### config.mk
export PLATFORM = sky130hd
export DESIGN_NAME = shared_buffer_multi_queue_top_flat
export DESIGN_NICKNAME = d
export VERILOG_FILES = /design/src/rtl/sbmq_pkg.sv /design/src/rtl/sbmq_if.sv /design/src/rtl/shared_buffer_multi_queue_top.sv /design/src/rtl/sbmq_store.sv /design/src/rtl/sbmq_engine.sv /design/src/flat_wrapper.sv
export VERILOG_INCLUDE_DIRS = /design/src /design/src/rtl
export SDC_FILE = /design/constraint.sdc
export NUM_CORES = 1
export LEC_CHECK = 0
export ABC_AREA = 1
export BUFFER_PORTS_ARGS = -buffer_cell sky130_fd_sc_hd__buf_2
export CAP_MARGIN = 10
export CELL_PAD_IN_SITES_DETAIL_PLACEMENT = 1
export CELL_PAD_IN_SITES_GLOBAL_PLACEMENT = 1
export CORE_MARGIN = 5
export CORE_UTILIZATION = 50
export CTS_CLUSTER_SIZE = 28
export DETAILED_ROUTE_END_ITERATION = 12
export HOLD_SLACK_MARGIN = 0.08
export PLACE_DENSITY = 0.83
export SLEW_MARGIN = 20
export SYNTH_ARGS = -nofsm -noshare
export SYNTH_HDL_FRONTEND = slang
export SYNTH_SLANG_ARGS = --single-unit
### constraint.sdc
create_clock -name clk_i -period 5.95 [get_ports clk_i]
set_input_delay 0.8925 -clock clk_i [delete_from_list [all_inputs] [get_ports clk_i]]
set_output_delay 0.8925 -clock clk_i [all_outputs]
set_load 0.05 [all_outputs]
### src/rtl/shared_buffer_multi_queue_top_defines.svh
// Assertion macros shared by the queue manager RTL.
// Included by every file that carries concurrent assertions; no other dependencies.
// The macros expect a clock named clk_i and an active-low reset named rst_ni in scope.
`ifndef SHARED_BUFFER_MULTI_QUEUE_TOP_DEFINES_SVH
`define SHARED_BUFFER_MULTI_QUEUE_TOP_DEFINES_SVH
`ifndef SYNTH
// Same-cycle implication, checked at every rising edge outside reset.
`define SBMQ_ASSERT_IMP(name, ante, cons) \
  name: assert property (@(posedge clk_i) disable iff (!rst_ni) (ante) |-> (cons)) \
    else $error("sbmq: assertion failed");
// Next-cycle implication, checked at every rising edge outside reset.
`define SBMQ_ASSERT_NXT(name, ante, cons) \
  name: assert property (@(posedge clk_i) disable iff (!rst_ni) (ante) |=> (cons)) \
    else $error("sbmq: assertion failed");
`else
`define SBMQ_ASSERT_IMP(name, ante, cons)
`define SBMQ_ASSERT_NXT(name, ante, cons)
`endif
`endif

### src/rtl/sbmq_pkg.sv
// Package for the shared-buffer multi-queue manager: field widths, default sizes,
// command and status codes, and the store control struct. No dependencies.
package sbmq_pkg;

  localparam int unsigned SLOTS_DEF      = 16;
  localparam int unsigned QUEUES_DEF     = 4;
  localparam int unsigned DATA_WIDTH_DEF = 32;

  localparam int unsigned QID_W    = 2;
  localparam int unsigned VALUE_W  = 32;
  localparam int unsigned STATUS_W = 2;

  typedef enum logic {
    CMD_ENQ = 1'b0,
    CMD_DEQ = 1'b1
  } cmd_e;

  typedef enum logic [STATUS_W-1:0] {
    ST_DONE     = 2'd0,
    ST_OVERFLOW = 2'd1,
    ST_EMPTY    = 2'd2
  } status_e;

  // Strobes from the queue engine to the slot store.
  typedef struct packed {
    logic rd_en;
    logic link_we;
    logic data_we;
  } mem_ctl_t;

endpackage

### src/rtl/sbmq_if.sv
// Request and response channel interfaces of the queue manager.
// Depends on sbmq_pkg for the field widths.
interface sbmq_req_if;
  import sbmq_pkg::*;

  logic                      valid;
  logic                      ready;
  logic                      command;
  logic        [QID_W-1:0]   queue_id;
  logic signed [VALUE_W-1:0] value;

  modport source (output valid, command, queue_id, value, input ready);
  modport sink   (input valid, command, queue_id, value, output ready);
endinterface

interface sbmq_rsp_if;
  import sbmq_pkg::*;

  logic                       valid;
  logic                       ready;
  logic signed [VALUE_W-1:0]  data_out;
  logic        [STATUS_W-1:0] status;

  modport source (output valid, data_out, status, input ready);
  modport sink   (input valid, data_out, status, output ready);
endinterface

### src/rtl/shared_buffer_multi_queue_top.sv
// Top level of the shared-buffer multi-queue manager.
// Depends on sbmq_pkg, sbmq_if, sbmq_store and sbmq_engine.
//
// Channel | Modport         | Payload                            | Taken when
// req_i   | sbmq_req_if.sink   | command, queue_id, value        | valid && ready
// rsp_o   | sbmq_rsp_if.source | data_out, status                | valid && ready
//
// Each request is captured in the request register while the slot store is read, and
// its result is then loaded into the result register once that register is free or is
// being emptied. A new request is taken every clock while rsp_o takes results, so the
// sustained rate is one request per cycle. The rate is set by the single update step
// over the queue table, the free list and the store's one read port, whose address
// is forwarded from the request still in the register. Reset clears the queue busy
// flags and the free-list head and fill mark at once; the stores are never swept,
// because slots above the fill mark are known to chain in ascending order. Requests
// are taken right after reset. A result that waits on rsp_o holds the request
// register, and req_i.ready falls only when both the result register and the
// request register are occupied.
module shared_buffer_multi_queue_top #(
  parameter int unsigned SLOTS      = sbmq_pkg::SLOTS_DEF,
  parameter int unsigned QUEUES     = sbmq_pkg::QUEUES_DEF,
  parameter int unsigned DATA_WIDTH = sbmq_pkg::DATA_WIDTH_DEF
) (
  input logic        clk_i,
  input logic        rst_ni,
  sbmq_req_if.sink   req_i,
  sbmq_rsp_if.source rsp_o
);
  import sbmq_pkg::*;

  localparam int unsigned IW = $clog2(SLOTS);
  localparam int unsigned PW = $clog2(SLOTS + 1);

  logic               in_fire;
  logic               s1_valid;
  logic               s1_go;
  logic [VALUE_W-1:0] res_data;
  status_e            res_status;
  mem_ctl_t           mem_ctl;

  logic [IW-1:0]         rd_addr;
  logic [IW-1:0]         link_waddr;
  logic [PW-1:0]         link_wdata;
  logic [IW-1:0]         data_waddr;
  logic [DATA_WIDTH-1:0] data_wdata;
  logic [PW-1:0]         link_rd;
  logic [DATA_WIDTH-1:0] data_rd;

  // Result register.
  logic               out_valid_q, out_valid_d;
  logic [VALUE_W-1:0] out_data_q;
  status_e            out_status_q;

  // The request in the register completes when the result register is free or
  // is being emptied in the same cycle.
  assign s1_go       = s1_valid && (!out_valid_q || rsp_o.ready);
  assign req_i.ready = !s1_valid || s1_go;
  assign in_fire     = req_i.valid && req_i.ready;

  sbmq_engine #(
    .SLOTS      (SLOTS),
    .QUEUES     (QUEUES),
    .DATA_WIDTH (DATA_WIDTH)
  ) u_engine (
    .clk_i         (clk_i),
    .rst_ni        (rst_ni),
    .in_fire_i     (in_fire),
    .in_command_i  (req_i.command),
    .in_queue_id_i (req_i.queue_id),
    .in_value_i    (req_i.value),
    .s1_go_i       (s1_go),
    .s1_valid_o    (s1_valid),
    .res_data_o    (res_data),
    .res_status_o  (res_status),
    .mem_ctl_o     (mem_ctl),
    .rd_addr_o     (rd_addr),
    .link_waddr_o  (link_waddr),
    .link_wdata_o  (link_wdata),
    .data_waddr_o  (data_waddr),
    .data_wdata_o  (data_wdata),
    .link_rd_i     (link_rd),
    .data_rd_i     (data_rd)
  );

  sbmq_store #(
    .SLOTS      (SLOTS),
    .DATA_WIDTH (DATA_WIDTH)
  ) u_store (
    .clk_i        (clk_i),
    .ctl_i        (mem_ctl),
    .rd_addr_i    (rd_addr),
    .link_waddr_i (link_waddr),
    .link_wdata_i (link_wdata),
    .data_waddr_i (data_waddr),
    .data_wdata_i (data_wdata),
    .link_rd_o    (link_rd),
    .data_rd_o    (data_rd)
  );

  always_comb begin
    out_valid_d = s1_go || (out_valid_q && !rsp_o.ready);
  end

  always_ff @(posedge clk_i or negedge rst_ni) begin
    if (!rst_ni) begin
      out_valid_q <= 1'b0;
    end else begin
      out_valid_q <= out_valid_d;
    end
  end

  always_ff @(posedge clk_i) begin
    if (s1_go) begin
      out_data_q   <= res_data;
      out_status_q <= res_status;
    end
  end

  assign rsp_o.valid    = out_valid_q;
  assign rsp_o.data_out = out_data_q;
  assign rsp_o.status   = out_status_q;
endmodule

### src/rtl/sbmq_store.sv
// Slot store: the data words and the next-slot links, one write and one read port each.
// Depends on sbmq_pkg for the control struct.
module sbmq_store #(
  parameter int unsigned SLOTS      = sbmq_pkg::SLOTS_DEF,
  parameter int unsigned DATA_WIDTH = sbmq_pkg::DATA_WIDTH_DEF
) (
  input  logic                         clk_i,
  input  sbmq_pkg::mem_ctl_t           ctl_i,
  input  logic [$clog2(SLOTS)-1:0]     rd_addr_i,
  input  logic [$clog2(SLOTS)-1:0]     link_waddr_i,
  input  logic [$clog2(SLOTS+1)-1:0]   link_wdata_i,
  input  logic [$clog2(SLOTS)-1:0]     data_waddr_i,
  input  logic [DATA_WIDTH-1:0]        data_wdata_i,
  output logic [$clog2(SLOTS+1)-1:0]   link_rd_o,
  output logic [DATA_WIDTH-1:0]        data_rd_o
);
  localparam int unsigned PW = $clog2(SLOTS + 1);

  logic [PW-1:0]         link_mem [SLOTS];
  logic [DATA_WIDTH-1:0] data_mem [SLOTS];
  logic [PW-1:0]         link_rd_q;
  logic [DATA_WIDTH-1:0] data_rd_q;

  // A read that meets a write to the same slot returns the new contents.
  always_ff @(posedge clk_i) begin
    if (ctl_i.link_we) begin
      link_mem[link_waddr_i] <= link_wdata_i;
    end
    if (ctl_i.rd_en) begin
      if (ctl_i.link_we && (link_waddr_i == rd_addr_i)) begin
        link_rd_q <= link_wdata_i;
      end else begin
        link_rd_q <= link_mem[rd_addr_i];
      end
    end
  end

  always_ff @(posedge clk_i) begin
    if (ctl_i.data_we) begin
      data_mem[data_waddr_i] <= data_wdata_i;
    end
    if (ctl_i.rd_en) begin
      if (ctl_i.data_we && (data_waddr_i == rd_addr_i)) begin
        data_rd_q <= data_wdata_i;
      end else begin
        data_rd_q <= data_mem[rd_addr_i];
      end
    end
  end

  assign link_rd_o = link_rd_q;
  assign data_rd_o = data_rd_q;
endmodule

### src/rtl/sbmq_engine.sv
// Queue engine: request register, queue head/tail table, free list and the update logic.
// Depends on sbmq_pkg and on the assertion macros header.
`include "shared_buffer_multi_queue_top_defines.svh"
module sbmq_engine #(
  parameter int unsigned SLOTS      = sbmq_pkg::SLOTS_DEF,
  parameter int unsigned QUEUES     = sbmq_pkg::QUEUES_DEF,
  parameter int unsigned DATA_WIDTH = sbmq_pkg::DATA_WIDTH_DEF
) (
  input  logic                             clk_i,
  input  logic                             rst_ni,
  input  logic                             in_fire_i,
  input  logic                             in_command_i,
  input  logic [sbmq_pkg::QID_W-1:0]       in_queue_id_i,
  input  logic [sbmq_pkg::VALUE_W-1:0]     in_value_i,
  input  logic                             s1_go_i,
  output logic                             s1_valid_o,
  output logic [sbmq_pkg::VALUE_W-1:0]     res_data_o,
  output sbmq_pkg::status_e                res_status_o,
  output sbmq_pkg::mem_ctl_t               mem_ctl_o,
  output logic [$clog2(SLOTS)-1:0]         rd_addr_o,
  output logic [$clog2(SLOTS)-1:0]         link_waddr_o,
  output logic [$clog2(SLOTS+1)-1:0]       link_wdata_o,
  output logic [$clog2(SLOTS)-1:0]         data_waddr_o,
  output logic [DATA_WIDTH-1:0]            data_wdata_o,
  input  logic [$clog2(SLOTS+1)-1:0]       link_rd_i,
  input  logic [DATA_WIDTH-1:0]            data_rd_i
);
  import sbmq_pkg::*;

  localparam int unsigned IW = $clog2(SLOTS);
  localparam int unsigned PW = $clog2(SLOTS + 1);
  localparam int unsigned QW = (QUEUES > 1) ? $clog2(QUEUES) : 1;
  localparam logic [PW-1:0] NIL = PW'(SLOTS);

  // Request register.
  logic               s1_valid_q, s1_valid_d;
  cmd_e               s1_cmd_q;
  logic [QID_W-1:0]   s1_qid_q;
  logic [VALUE_W-1:0] s1_value_q;

  // Queue table and free list. Head and tail only mean something while busy is set.
  logic [PW-1:0]     head_q [QUEUES];
  logic [PW-1:0]     head_d [QUEUES];
  logic [PW-1:0]     tail_q [QUEUES];
  logic [PW-1:0]     tail_d [QUEUES];
  logic [QUEUES-1:0] busy_q, busy_d;
  logic [PW-1:0]     free_head_q, free_head_d;
  // Slots at and above the fill mark have never left the free list, which holds
  // them in ascending order behind any recycled slots.
  logic [PW-1:0]     fill_q, fill_d;

  logic          q_ok, cur_busy, free_ok, untouched;
  logic [QW-1:0] qi, in_qi;
  logic          in_q_ok;
  logic [PW-1:0] cur_head, cur_tail, free_next, rd_ptr;

  always_comb begin
    q_ok      = 32'(s1_qid_q) < 32'(QUEUES);
    qi        = QW'(s1_qid_q);
    cur_busy  = q_ok && busy_q[qi];
    cur_head  = head_q[qi];
    cur_tail  = tail_q[qi];
    free_ok   = free_head_q < NIL;
    untouched = free_head_q == fill_q;
    free_next = untouched ? (free_head_q + PW'(1)) : link_rd_i;
  end

  always_comb begin
    head_d            = head_q;
    tail_d            = tail_q;
    busy_d            = busy_q;
    free_head_d       = free_head_q;
    fill_d            = fill_q;
    mem_ctl_o.rd_en   = in_fire_i;
    mem_ctl_o.link_we = 1'b0;
    mem_ctl_o.data_we = 1'b0;
    link_waddr_o      = cur_head[IW-1:0];
    link_wdata_o      = free_head_q;
    data_waddr_o      = free_head_q[IW-1:0];
    data_wdata_o      = DATA_WIDTH'(s1_value_q);
    res_data_o        = '0;
    res_status_o      = ST_DONE;
    if (s1_cmd_q == CMD_ENQ) begin
      if (!q_ok || !free_ok) begin
        res_status_o = ST_OVERFLOW;
      end else if (s1_go_i) begin
        mem_ctl_o.data_we = 1'b1;
        free_head_d       = free_next;
        if (untouched) begin
          fill_d = fill_q + PW'(1);
        end
        if (busy_q[qi]) begin
          mem_ctl_o.link_we = 1'b1;
          link_waddr_o      = cur_tail[IW-1:0];
        end else begin
          head_d[qi] = free_head_q;
        end
        tail_d[qi] = free_head_q;
        busy_d[qi] = 1'b1;
      end
    end else begin
      if (!cur_busy) begin
        res_status_o = ST_EMPTY;
        res_data_o   = '1;
      end else begin
        res_data_o = VALUE_W'($signed(data_rd_i));
        if (s1_go_i) begin
          // The head slot goes back to the front of the free list.
          mem_ctl_o.link_we = 1'b1;
          free_head_d       = cur_head;
          if (cur_head == cur_tail) begin
            busy_d[qi] = 1'b0;
          end else begin
            head_d[qi] = link_rd_i;
          end
        end
      end
    end
  end

  // The store read for an incoming request uses the table as it stands after the
  // request now in the register has been applied.
  always_comb begin
    in_qi   = QW'(in_queue_id_i);
    in_q_ok = 32'(in_queue_id_i) < 32'(QUEUES);
    if ((in_command_i == CMD_DEQ) && in_q_ok) begin
      rd_ptr = head_d[in_qi];
    end else begin
      rd_ptr = free_head_d;
    end
    rd_addr_o = (rd_ptr < NIL) ? rd_ptr[IW-1:0] : '0;
  end

  always_comb begin
    if (in_fire_i) begin
      s1_valid_d = 1'b1;
    end else if (s1_go_i) begin
      s1_valid_d = 1'b0;
    end else begin
      s1_valid_d = s1_valid_q;
    end
  end

  always_ff @(posedge clk_i or negedge rst_ni) begin
    if (!rst_ni) begin
      s1_valid_q  <= 1'b0;
      busy_q      <= '0;
      free_head_q <= '0;
      fill_q      <= '0;
    end else begin
      s1_valid_q  <= s1_valid_d;
      busy_q      <= busy_d;
      free_head_q <= free_head_d;
      fill_q      <= fill_d;
    end
  end

  always_ff @(posedge clk_i) begin
    if (in_fire_i) begin
      s1_cmd_q   <= cmd_e'(in_command_i);
      s1_qid_q   <= in_queue_id_i;
      s1_value_q <= in_value_i;
    end
    head_q <= head_d;
    tail_q <= tail_d;
  end

  assign s1_valid_o = s1_valid_q;

  `SBMQ_ASSERT_IMP(a_free_below_fill, 1'b1, (free_head_q <= fill_q) && (fill_q <= NIL))
  `SBMQ_ASSERT_NXT(a_deq_recycles_head, s1_go_i && (s1_cmd_q == CMD_DEQ) && cur_busy,
                   free_head_q == $past(cur_head))
  `SBMQ_ASSERT_NXT(a_stall_holds_free, s1_valid_q && !s1_go_i, free_head_q == $past(free_head_q))
endmodule

### src/flat_wrapper.sv
// flat-port wrapper written by rule: the top's interface ports become plain ports
module shared_buffer_multi_queue_top_flat import sbmq_pkg::*;
#(
  parameter int unsigned SLOTS      = sbmq_pkg::SLOTS_DEF,
  parameter int unsigned QUEUES     = sbmq_pkg::QUEUES_DEF,
  parameter int unsigned DATA_WIDTH = sbmq_pkg::DATA_WIDTH_DEF
)
  (clk_i, rst_ni, req_i_valid, req_i_command, req_i_queue_id, req_i_value, req_i_ready, rsp_o_valid, rsp_o_data_out, rsp_o_status, rsp_o_ready);
  sbmq_req_if req_i_i ();
  sbmq_rsp_if rsp_o_i ();
  input logic clk_i;
  input logic rst_ni;
  input wire logic [$bits(req_i_i.valid)-1:0] req_i_valid;
  input wire logic [$bits(req_i_i.command)-1:0] req_i_command;
  input wire logic [$bits(req_i_i.queue_id)-1:0] req_i_queue_id;
  input wire logic [$bits(req_i_i.value)-1:0] req_i_value;
  output wire logic [$bits(req_i_i.ready)-1:0] req_i_ready;
  output wire logic [$bits(rsp_o_i.valid)-1:0] rsp_o_valid;
  output wire logic [$bits(rsp_o_i.data_out)-1:0] rsp_o_data_out;
  output wire logic [$bits(rsp_o_i.status)-1:0] rsp_o_status;
  input wire logic [$bits(rsp_o_i.ready)-1:0] rsp_o_ready;
  assign req_i_i.valid = req_i_valid;
  assign req_i_i.command = req_i_command;
  assign req_i_i.queue_id = req_i_queue_id;
  assign req_i_i.value = req_i_value;
  assign req_i_ready = req_i_i.ready;
  assign rsp_o_valid = rsp_o_i.valid;
  assign rsp_o_data_out = rsp_o_i.data_out;
  assign rsp_o_status = rsp_o_i.status;
  assign rsp_o_i.ready = rsp_o_ready;
  shared_buffer_multi_queue_top #(.SLOTS(SLOTS), .QUEUES(QUEUES), .DATA_WIDTH(DATA_WIDTH)) u_core (.clk_i(clk_i), .rst_ni(rst_ni), .req_i(req_i_i), .rsp_o(rsp_o_i));
endmodule
==> results of run 1 <==
routing by layer:
layer | global-route usage (%) | share of wire [%] | vias up
met2 | 48.39 | 49 | 1208
met4 | 10.80 | 3.3 | 0
met5 | 0 | 0 | -
met1 | 37.06 | 40 | 12820
li1 | - | - | 10980
met3 | 4.386 | 7.7 | 259
logic make-up after synthesis:
family,count (synthesis),share of synthesized area [%]
xor gates and xnor gates,8,0.2060
and+or+nand+nor,1713,24.70
buffers and inverters,624,7.627
AOI/OAI and AO/OA,94,1.523
adders and majority gates,5,0.1840
DFF,754,65.76
sequential cells by signal, indices dropped and copies added, names as in the netlist, 5 cells and up, named ones only:
register	flops
u_core.rsp_o.data_out	32
u_core.u_engine.data_wdata_o	32
u_core.u_engine.fill_q	5
u_core.u_engine.head_q	20
u_core.u_engine.link_wdata_o	5
u_core.u_engine.tail_q	20
u_core.u_store.data_mem	512
u_core.u_store.data_rd_o	32
u_core.u_store.link_mem	80
u_core.u_store.link_rd_o	5
area by class of cell:
| type | instances | area (um^2) |
|---|---|---|
| clock inverter | 48 | 565.5 |
| antenna | 1 | 2.502 |
| tap | 873 | 1092 |
| multi-input combinational | 1820 | 9244 |
| clock buffer | 99 | 2116 |
| timing repair buffer | 133 | 933.4 |
| inverter | 431 | 1623 |
| fill | 7119 | 29340 |
| sequential | 754 | 22360 |
stage by stage:
stage / power [mW] / setup WS, ns / utilization, % / hold WS [ns]
after detailed placement: 11.37 / 0.4686 / 52.35 / 0.5028
final: 16.62 / 0.5898 / 56.39 / 0.2240
after floorplan: 9.698 / 1.320 / - / 0.4561
after CTS: 16.56 / 0.4157 / 56.33 / 0.1954
after global placement: 11.11 / 0.7808 / 52.35 / 0.4795
after global routing: 17.26 / 0.2624 / 56.39 / 0.2345
critical path, stage by stage (launching register included):
cell and delay [ns]:
edfxtp_1 0.86, inv_4 0.22, nand3_1 0.14, nand2_1 0.07
nor2_1 0.30, nand2_1 0.08, nand2_1 0.09, nand2_1 0.07
nor2_2 0.18, nand2_4 0.18, nand3_2 0.17, nand2_1 0.07
nand3_1 0.14, nand3_1 0.09, nand3_1 0.11, nand2_1 0.13
nand2_1 0.19, nand2_8 0.27, nand2_4 0.19, buf_12 0.60
xor2_1 0.16, nor2_2 0.30, nand3_2 0.16, nand2_1 0.13
nand2_1 0.06
cell usage in the layout, fill, tap and decap left out, drive strengths merged, types with 26 or more instances in the layout:
cell and n:
a21oi 26, buf 133, nand3b 223, nand3 662, nor2 143, nand2 618, edfxtp 718, nand4 53
clkbuf 99, inv 431, o21ai 50, clkinv 36
power by group through the flow:
stage | clock network [mW] | registers [mW] | logic [mW]
after floorplan | 0 | 6.77 | 2.93
after global placement | 0 | 6.74 | 4.36
after detailed placement | 0 | 6.76 | 4.61
after CTS | 5.22 | 6.66 | 4.68
after global routing | 5.47 | 6.69 | 5.11
final | 5.18 | 6.67 | 4.77
worst paths after layout:
kind / start / slack [ns] / end / cells after the start
hold / removal: rst_ni / 0.22 / async pin / 1
setup reg to reg: u_core.u_engine.qi[0] / 0.59 / u_core.u_store.link_rd_o[3] / 24
setup / recovery: u_core.u_engine.qi[0] / 0.59 / u_core.u_store.link_rd_o[3] / 24
hold reg to reg: u_core.u_engine.s1_valid_o / 0.51 / u_core.rsp_o.valid / 2
max in group asynchronous: rst_ni / 5.36 / u_core.u_engine.link_wdata_o[4] / 1
min in group clk_i: req_i_value[7] / 0.43 / u_core.u_engine.data_wdata_o[7] / 1
==> metrics, run 1 <==
minimum clock period=roughly 5.4 ns; fin cells=slightly above 4,000; post-route ant nets=0; Yosys warning total=0; Final period util=approximately nine tenths; Post-DP Area=between 30,000 and 40,000 um^2; Yosys top cell by area=edfxtp_1; Synth Register Bits=754; post-DR wirelength/cell=between 20 and 30 um; Crit Path Max Fanout=149; Port Buffers=74; pin count of the biggest net entering global routing=around 150; # placed instances=approximately 4,000; io pins=75; Netlist cell types=between 40 and 50; Post-Syn Instances=3,198; # setup viols final=0; Inserted Clock Buffers=80; clock buffer depth=3; status=completed; Netlist Area Pre-Place=34,010 um^2; Worst Skew=between 0.02 and 0.025 ns; number of global-route vias before repair=roughly 27,000; drt pass-1 iters=6; Die X=roughly 270 um; final hold violations=0; first-pass GRT wire length=about 160,000 um; share of layout cells above drive strength 1=under 10%; Layout Area Growth over Synthesis=11.56%; core box area=67,280 um^2; Setup CP Type=flip-flop to flip-flop; ranking of synthesized cells by area=edfxtp_1, nand3_1, nand2_1; hold buffer count at cts=0; sequential area share after synthesis=between 60% and 70%; clk sinks=~750; peak supply drop=approximately 0.00038 V; most common cell in the synthesized netlist=edfxtp_1; worst hold path class=input port to async pin; Critical Path RT=between 6 and 7 ns; Core Rows=95; Flop pwr share=about 40%; synth cell count leaders=edfxtp_1, nand3_1, nand2_1; share of the synthesized area in the top cell type=~63%; Die Ht=270.8 um; Final Max Tran Viols=0; Pint=approximately 11 mW; Worst setup SP type=flip-flop; CTS tree=built; Worst Tran Pin Value=approximately 1.2 ns; PwrDens=438.0 nW/um^2; Max Freq=186.6 MHz; Worst Path Arrival=between 5 and 6 ns; all-layer global routing usage=about 28%; Die ar.=73,330 um^2; initial antenna violation count=2; FFs w/ async S/R, synth=~2.1%; post-DP HPWL=59,360 um; number of flops mapped to enable cells by yosys=just over 700; H-tree depth=3; Remaining DRCs=0; vias per cell=a little over 6; Post-Layout Inst Area=between 30,000 and 40,000 um^2; via count=~25,000; leakage=between 15 and 20 nW; Final Net Count=3,264; RSZ-0062 raised after global routing=no; nature of the critical path endpoint=flip-flop; Max-Cap Viols=0; Final Wtd Congestion=0.8803; Initial DRC Count=~3,200; GRT overflow=0; slew margin rel.=21.47%; Post-Syn Nets=between 3,000 and 4,000; Root Driver=clkbuf_16; Setup Buffers After CTS=0; PostCTS Resize Cnt=0; wirelength, routed=around 110,000 um; initial core utilization=around half; Comb power frac=28.7%; Synth Flop Type=edfxtp_1; Syn Area/Cell=10.63 um^2; Switch Pwr=6.096 mW; clock power share=about 31%; sw frac=36.69%; setup_tns=0 ns; clk slew on worst S/H paths=roughly 0.060 ns; clk_lat worst skew=around 0.64 ns
Note: power is estimated with default switching activity, not from simulation.
==> inputs of run 2 (changes only) <==
Settings changed: CELL_PAD_IN_SITES_DETAIL_PLACEMENT 1 to 0.
==> metrics, run 2 (synthesis results as in run 1) <==
post-DP HPWL=48,560 um (-18%); Remaining DRCs=0 (unchanged); setup_tns=0 ns (unchanged); Die ar.=73,330 um^2 (unchanged); Final period util=89.97% (-0.12 points); Initial DRC Count=2,719 (-16%); slew margin rel.=22.25% (+0.78 points); all-layer global routing usage=24.07% (-4.4 points); Post-DP Area=35,220 um^2 (unchanged); Crit Path Max Fanout=149 (unchanged); # setup viols final=0 (unchanged); diode count=0 (-1); leakage=15.09 nW (-0.33%); max FFs per register=512 (unchanged); clk sinks=754 (unchanged); initial core utilization=50.55% (unchanged); share of layout cells above drive strength 1=9.418% (-0.14 points); Max-Cap Viols=0 (unchanged); Worst Skew=0.02709 ns (+0.002794 ns); Max Freq=186.8 MHz (+0.13%); final hold violations=0 (unchanged); Core Rows=95 (unchanged); Worst Path Arrival=5.73 ns (about the same); core box area=67,280 um^2 (unchanged); CTS tree=built; clk_lat worst skew=0.65 ns (about the same); initial antenna violation count=0 (-2); peak supply drop=0.0003454 V (-7.9%); minimum clock period=5.353 ns (-0.007062 ns); drt pass-1 iters=6 (unchanged); io pins=75 (unchanged); first-pass GRT wire length=137,400 um (-15%); commonest non-fill, non-tap cells in the layout=edfxtp_1, nand3_1, nand2_1, inv_1, nand3b_1; Root Driver=clkbuf_16; PwrDens=425.3 nW/um^2 (-2.9%); clk slew on worst S/H paths=0.06 ns (about the same); Final Max Tran Viols=0 (unchanged); Final Net Count=3,262 (-0.061%); status=completed; RSZ-0062 raised after global routing=no; PostCTS Resize Cnt=0 (unchanged); Setup CP Type=flip-flop to flip-flop; Critical Path RT=6.32 ns (about the same); nature of the critical path endpoint=flip-flop; vias per cell=5.687 (-6.4%); Layout Area Growth over Synthesis=11.19%; pin count of the biggest net entering global routing=154 (unchanged); Port Buffers=74 (unchanged); Die X=270.8 um (unchanged); Worst Tran Pin Value=1.166 ns (-0.008909 ns); worst hold path class=input port to async pin; Die Ht=270.8 um (unchanged); via count=23,630 (-6.5%); post-route ant nets=0 (unchanged); hold buffer count at cts=0 (unchanged); commonest non-fill, non-tap cell in the layout=edfxtp_1; Worst setup SP type=flip-flop; Setup Buffers After CTS=0 (unchanged); Inserted Clock Buffers=80 (unchanged); wirelength, routed=90,610 um (-15%); GRT overflow=0 (unchanged); Final Wtd Congestion=0.8803 (unchanged); H-tree depth=3 (unchanged); top flop regs=u_core.u_store.data_mem: 512 flops, u_core.u_store.link_mem: 80 flops; Reg2Reg Depth=24 (unchanged); number of global-route vias before repair=22,590 (-16%); Post-Layout Inst Area=37,810 um^2 (-0.34%); post-DR wirelength/cell=21.81 um (-15%); register with the most flip-flops=u_core.u_store.data_mem; Util after Layout=56.20% (-0.19 points); clock buffer depth=3 (unchanged)
run 2: path summary, 6_finish.rpt:
kind	slack [ns]	to	from
setup reg to reg	0.60	u_core.u_store.link_rd_o[4]	u_core.u_engine.qi[0]
setup / recovery	0.60	u_core.u_store.link_rd_o[4]	u_core.u_engine.qi[0]
min in group clk_i	0.43	u_core.u_engine.data_wdata_o[8]	req_i_value[8]
hold reg to reg	0.50	u_core.rsp_o.valid	u_core.u_engine.s1_valid_o
max in group asynchronous	5.41	u_core.u_engine.link_wdata_o[0]	rst_ni
hold / removal	0.21	u_core.u_engine.fill_q[4]	rst_ni
run 2: final cells by class:
cell class	count	area, um^2
clock buffer	97	2160
clock inverter	48	425.4
fill	5660	29470
inverter	431	1623
multi-input combinational	1820	9244
sequential	754	22360
tap	873	1092
timing repair buffer	131	905.9
run 2: metrics by stage:
stage                     instances  setup slack, ns  hold WS [ns]  power, mW
after floorplan                3198            1.320        0.4561      9.698
final                          4154           0.5969        0.2056      16.08
after CTS                      4154           0.6491        0.1907      16.10
after global routing           4154           0.1282        0.2186      16.81
after detailed placement       4009           0.6761        0.4939      11.17
after global placement         4009           0.7808        0.4795      11.11
run 2: critical path, stage by stage, from the launching register on:
cell      delay (ns)
edfxtp_1        1.00
inv_4           0.23
nand3_1         0.13
nand2_1         0.06
nor2_1          0.30
nand2_1         0.08
nand2_1         0.08
nand2_1         0.06
nor2_2          0.17
nand2_4         0.18
nand3_2         0.17
nand2_1         0.07
nand3_1         0.13
nand3_1         0.09
nand3_1         0.11
nand2_1         0.13
nand2_1         0.18
nand2_8         0.26
nand2_4         0.19
buf_12          0.54
xor2_1          0.16
nor2_2          0.29
nand3_2         0.15
nand2_1         0.11
nand2_1         0.05
run 2: report_power, final:
group / internal (mW) / leakage (nW) / switching, mW
sequential: 6.34 / 6.87 / 0.310
clock: 2.85 / 1.28 / 2.09
combinational: 1.16 / 6.94 / 3.33
run 2: per-layer routing:
metal	global-route usage (%)	part of all wire, %
met5	0	0
met4	7.252	2.7
met3	3.978	7.8
met2	38.47	47
met1	34.27	43
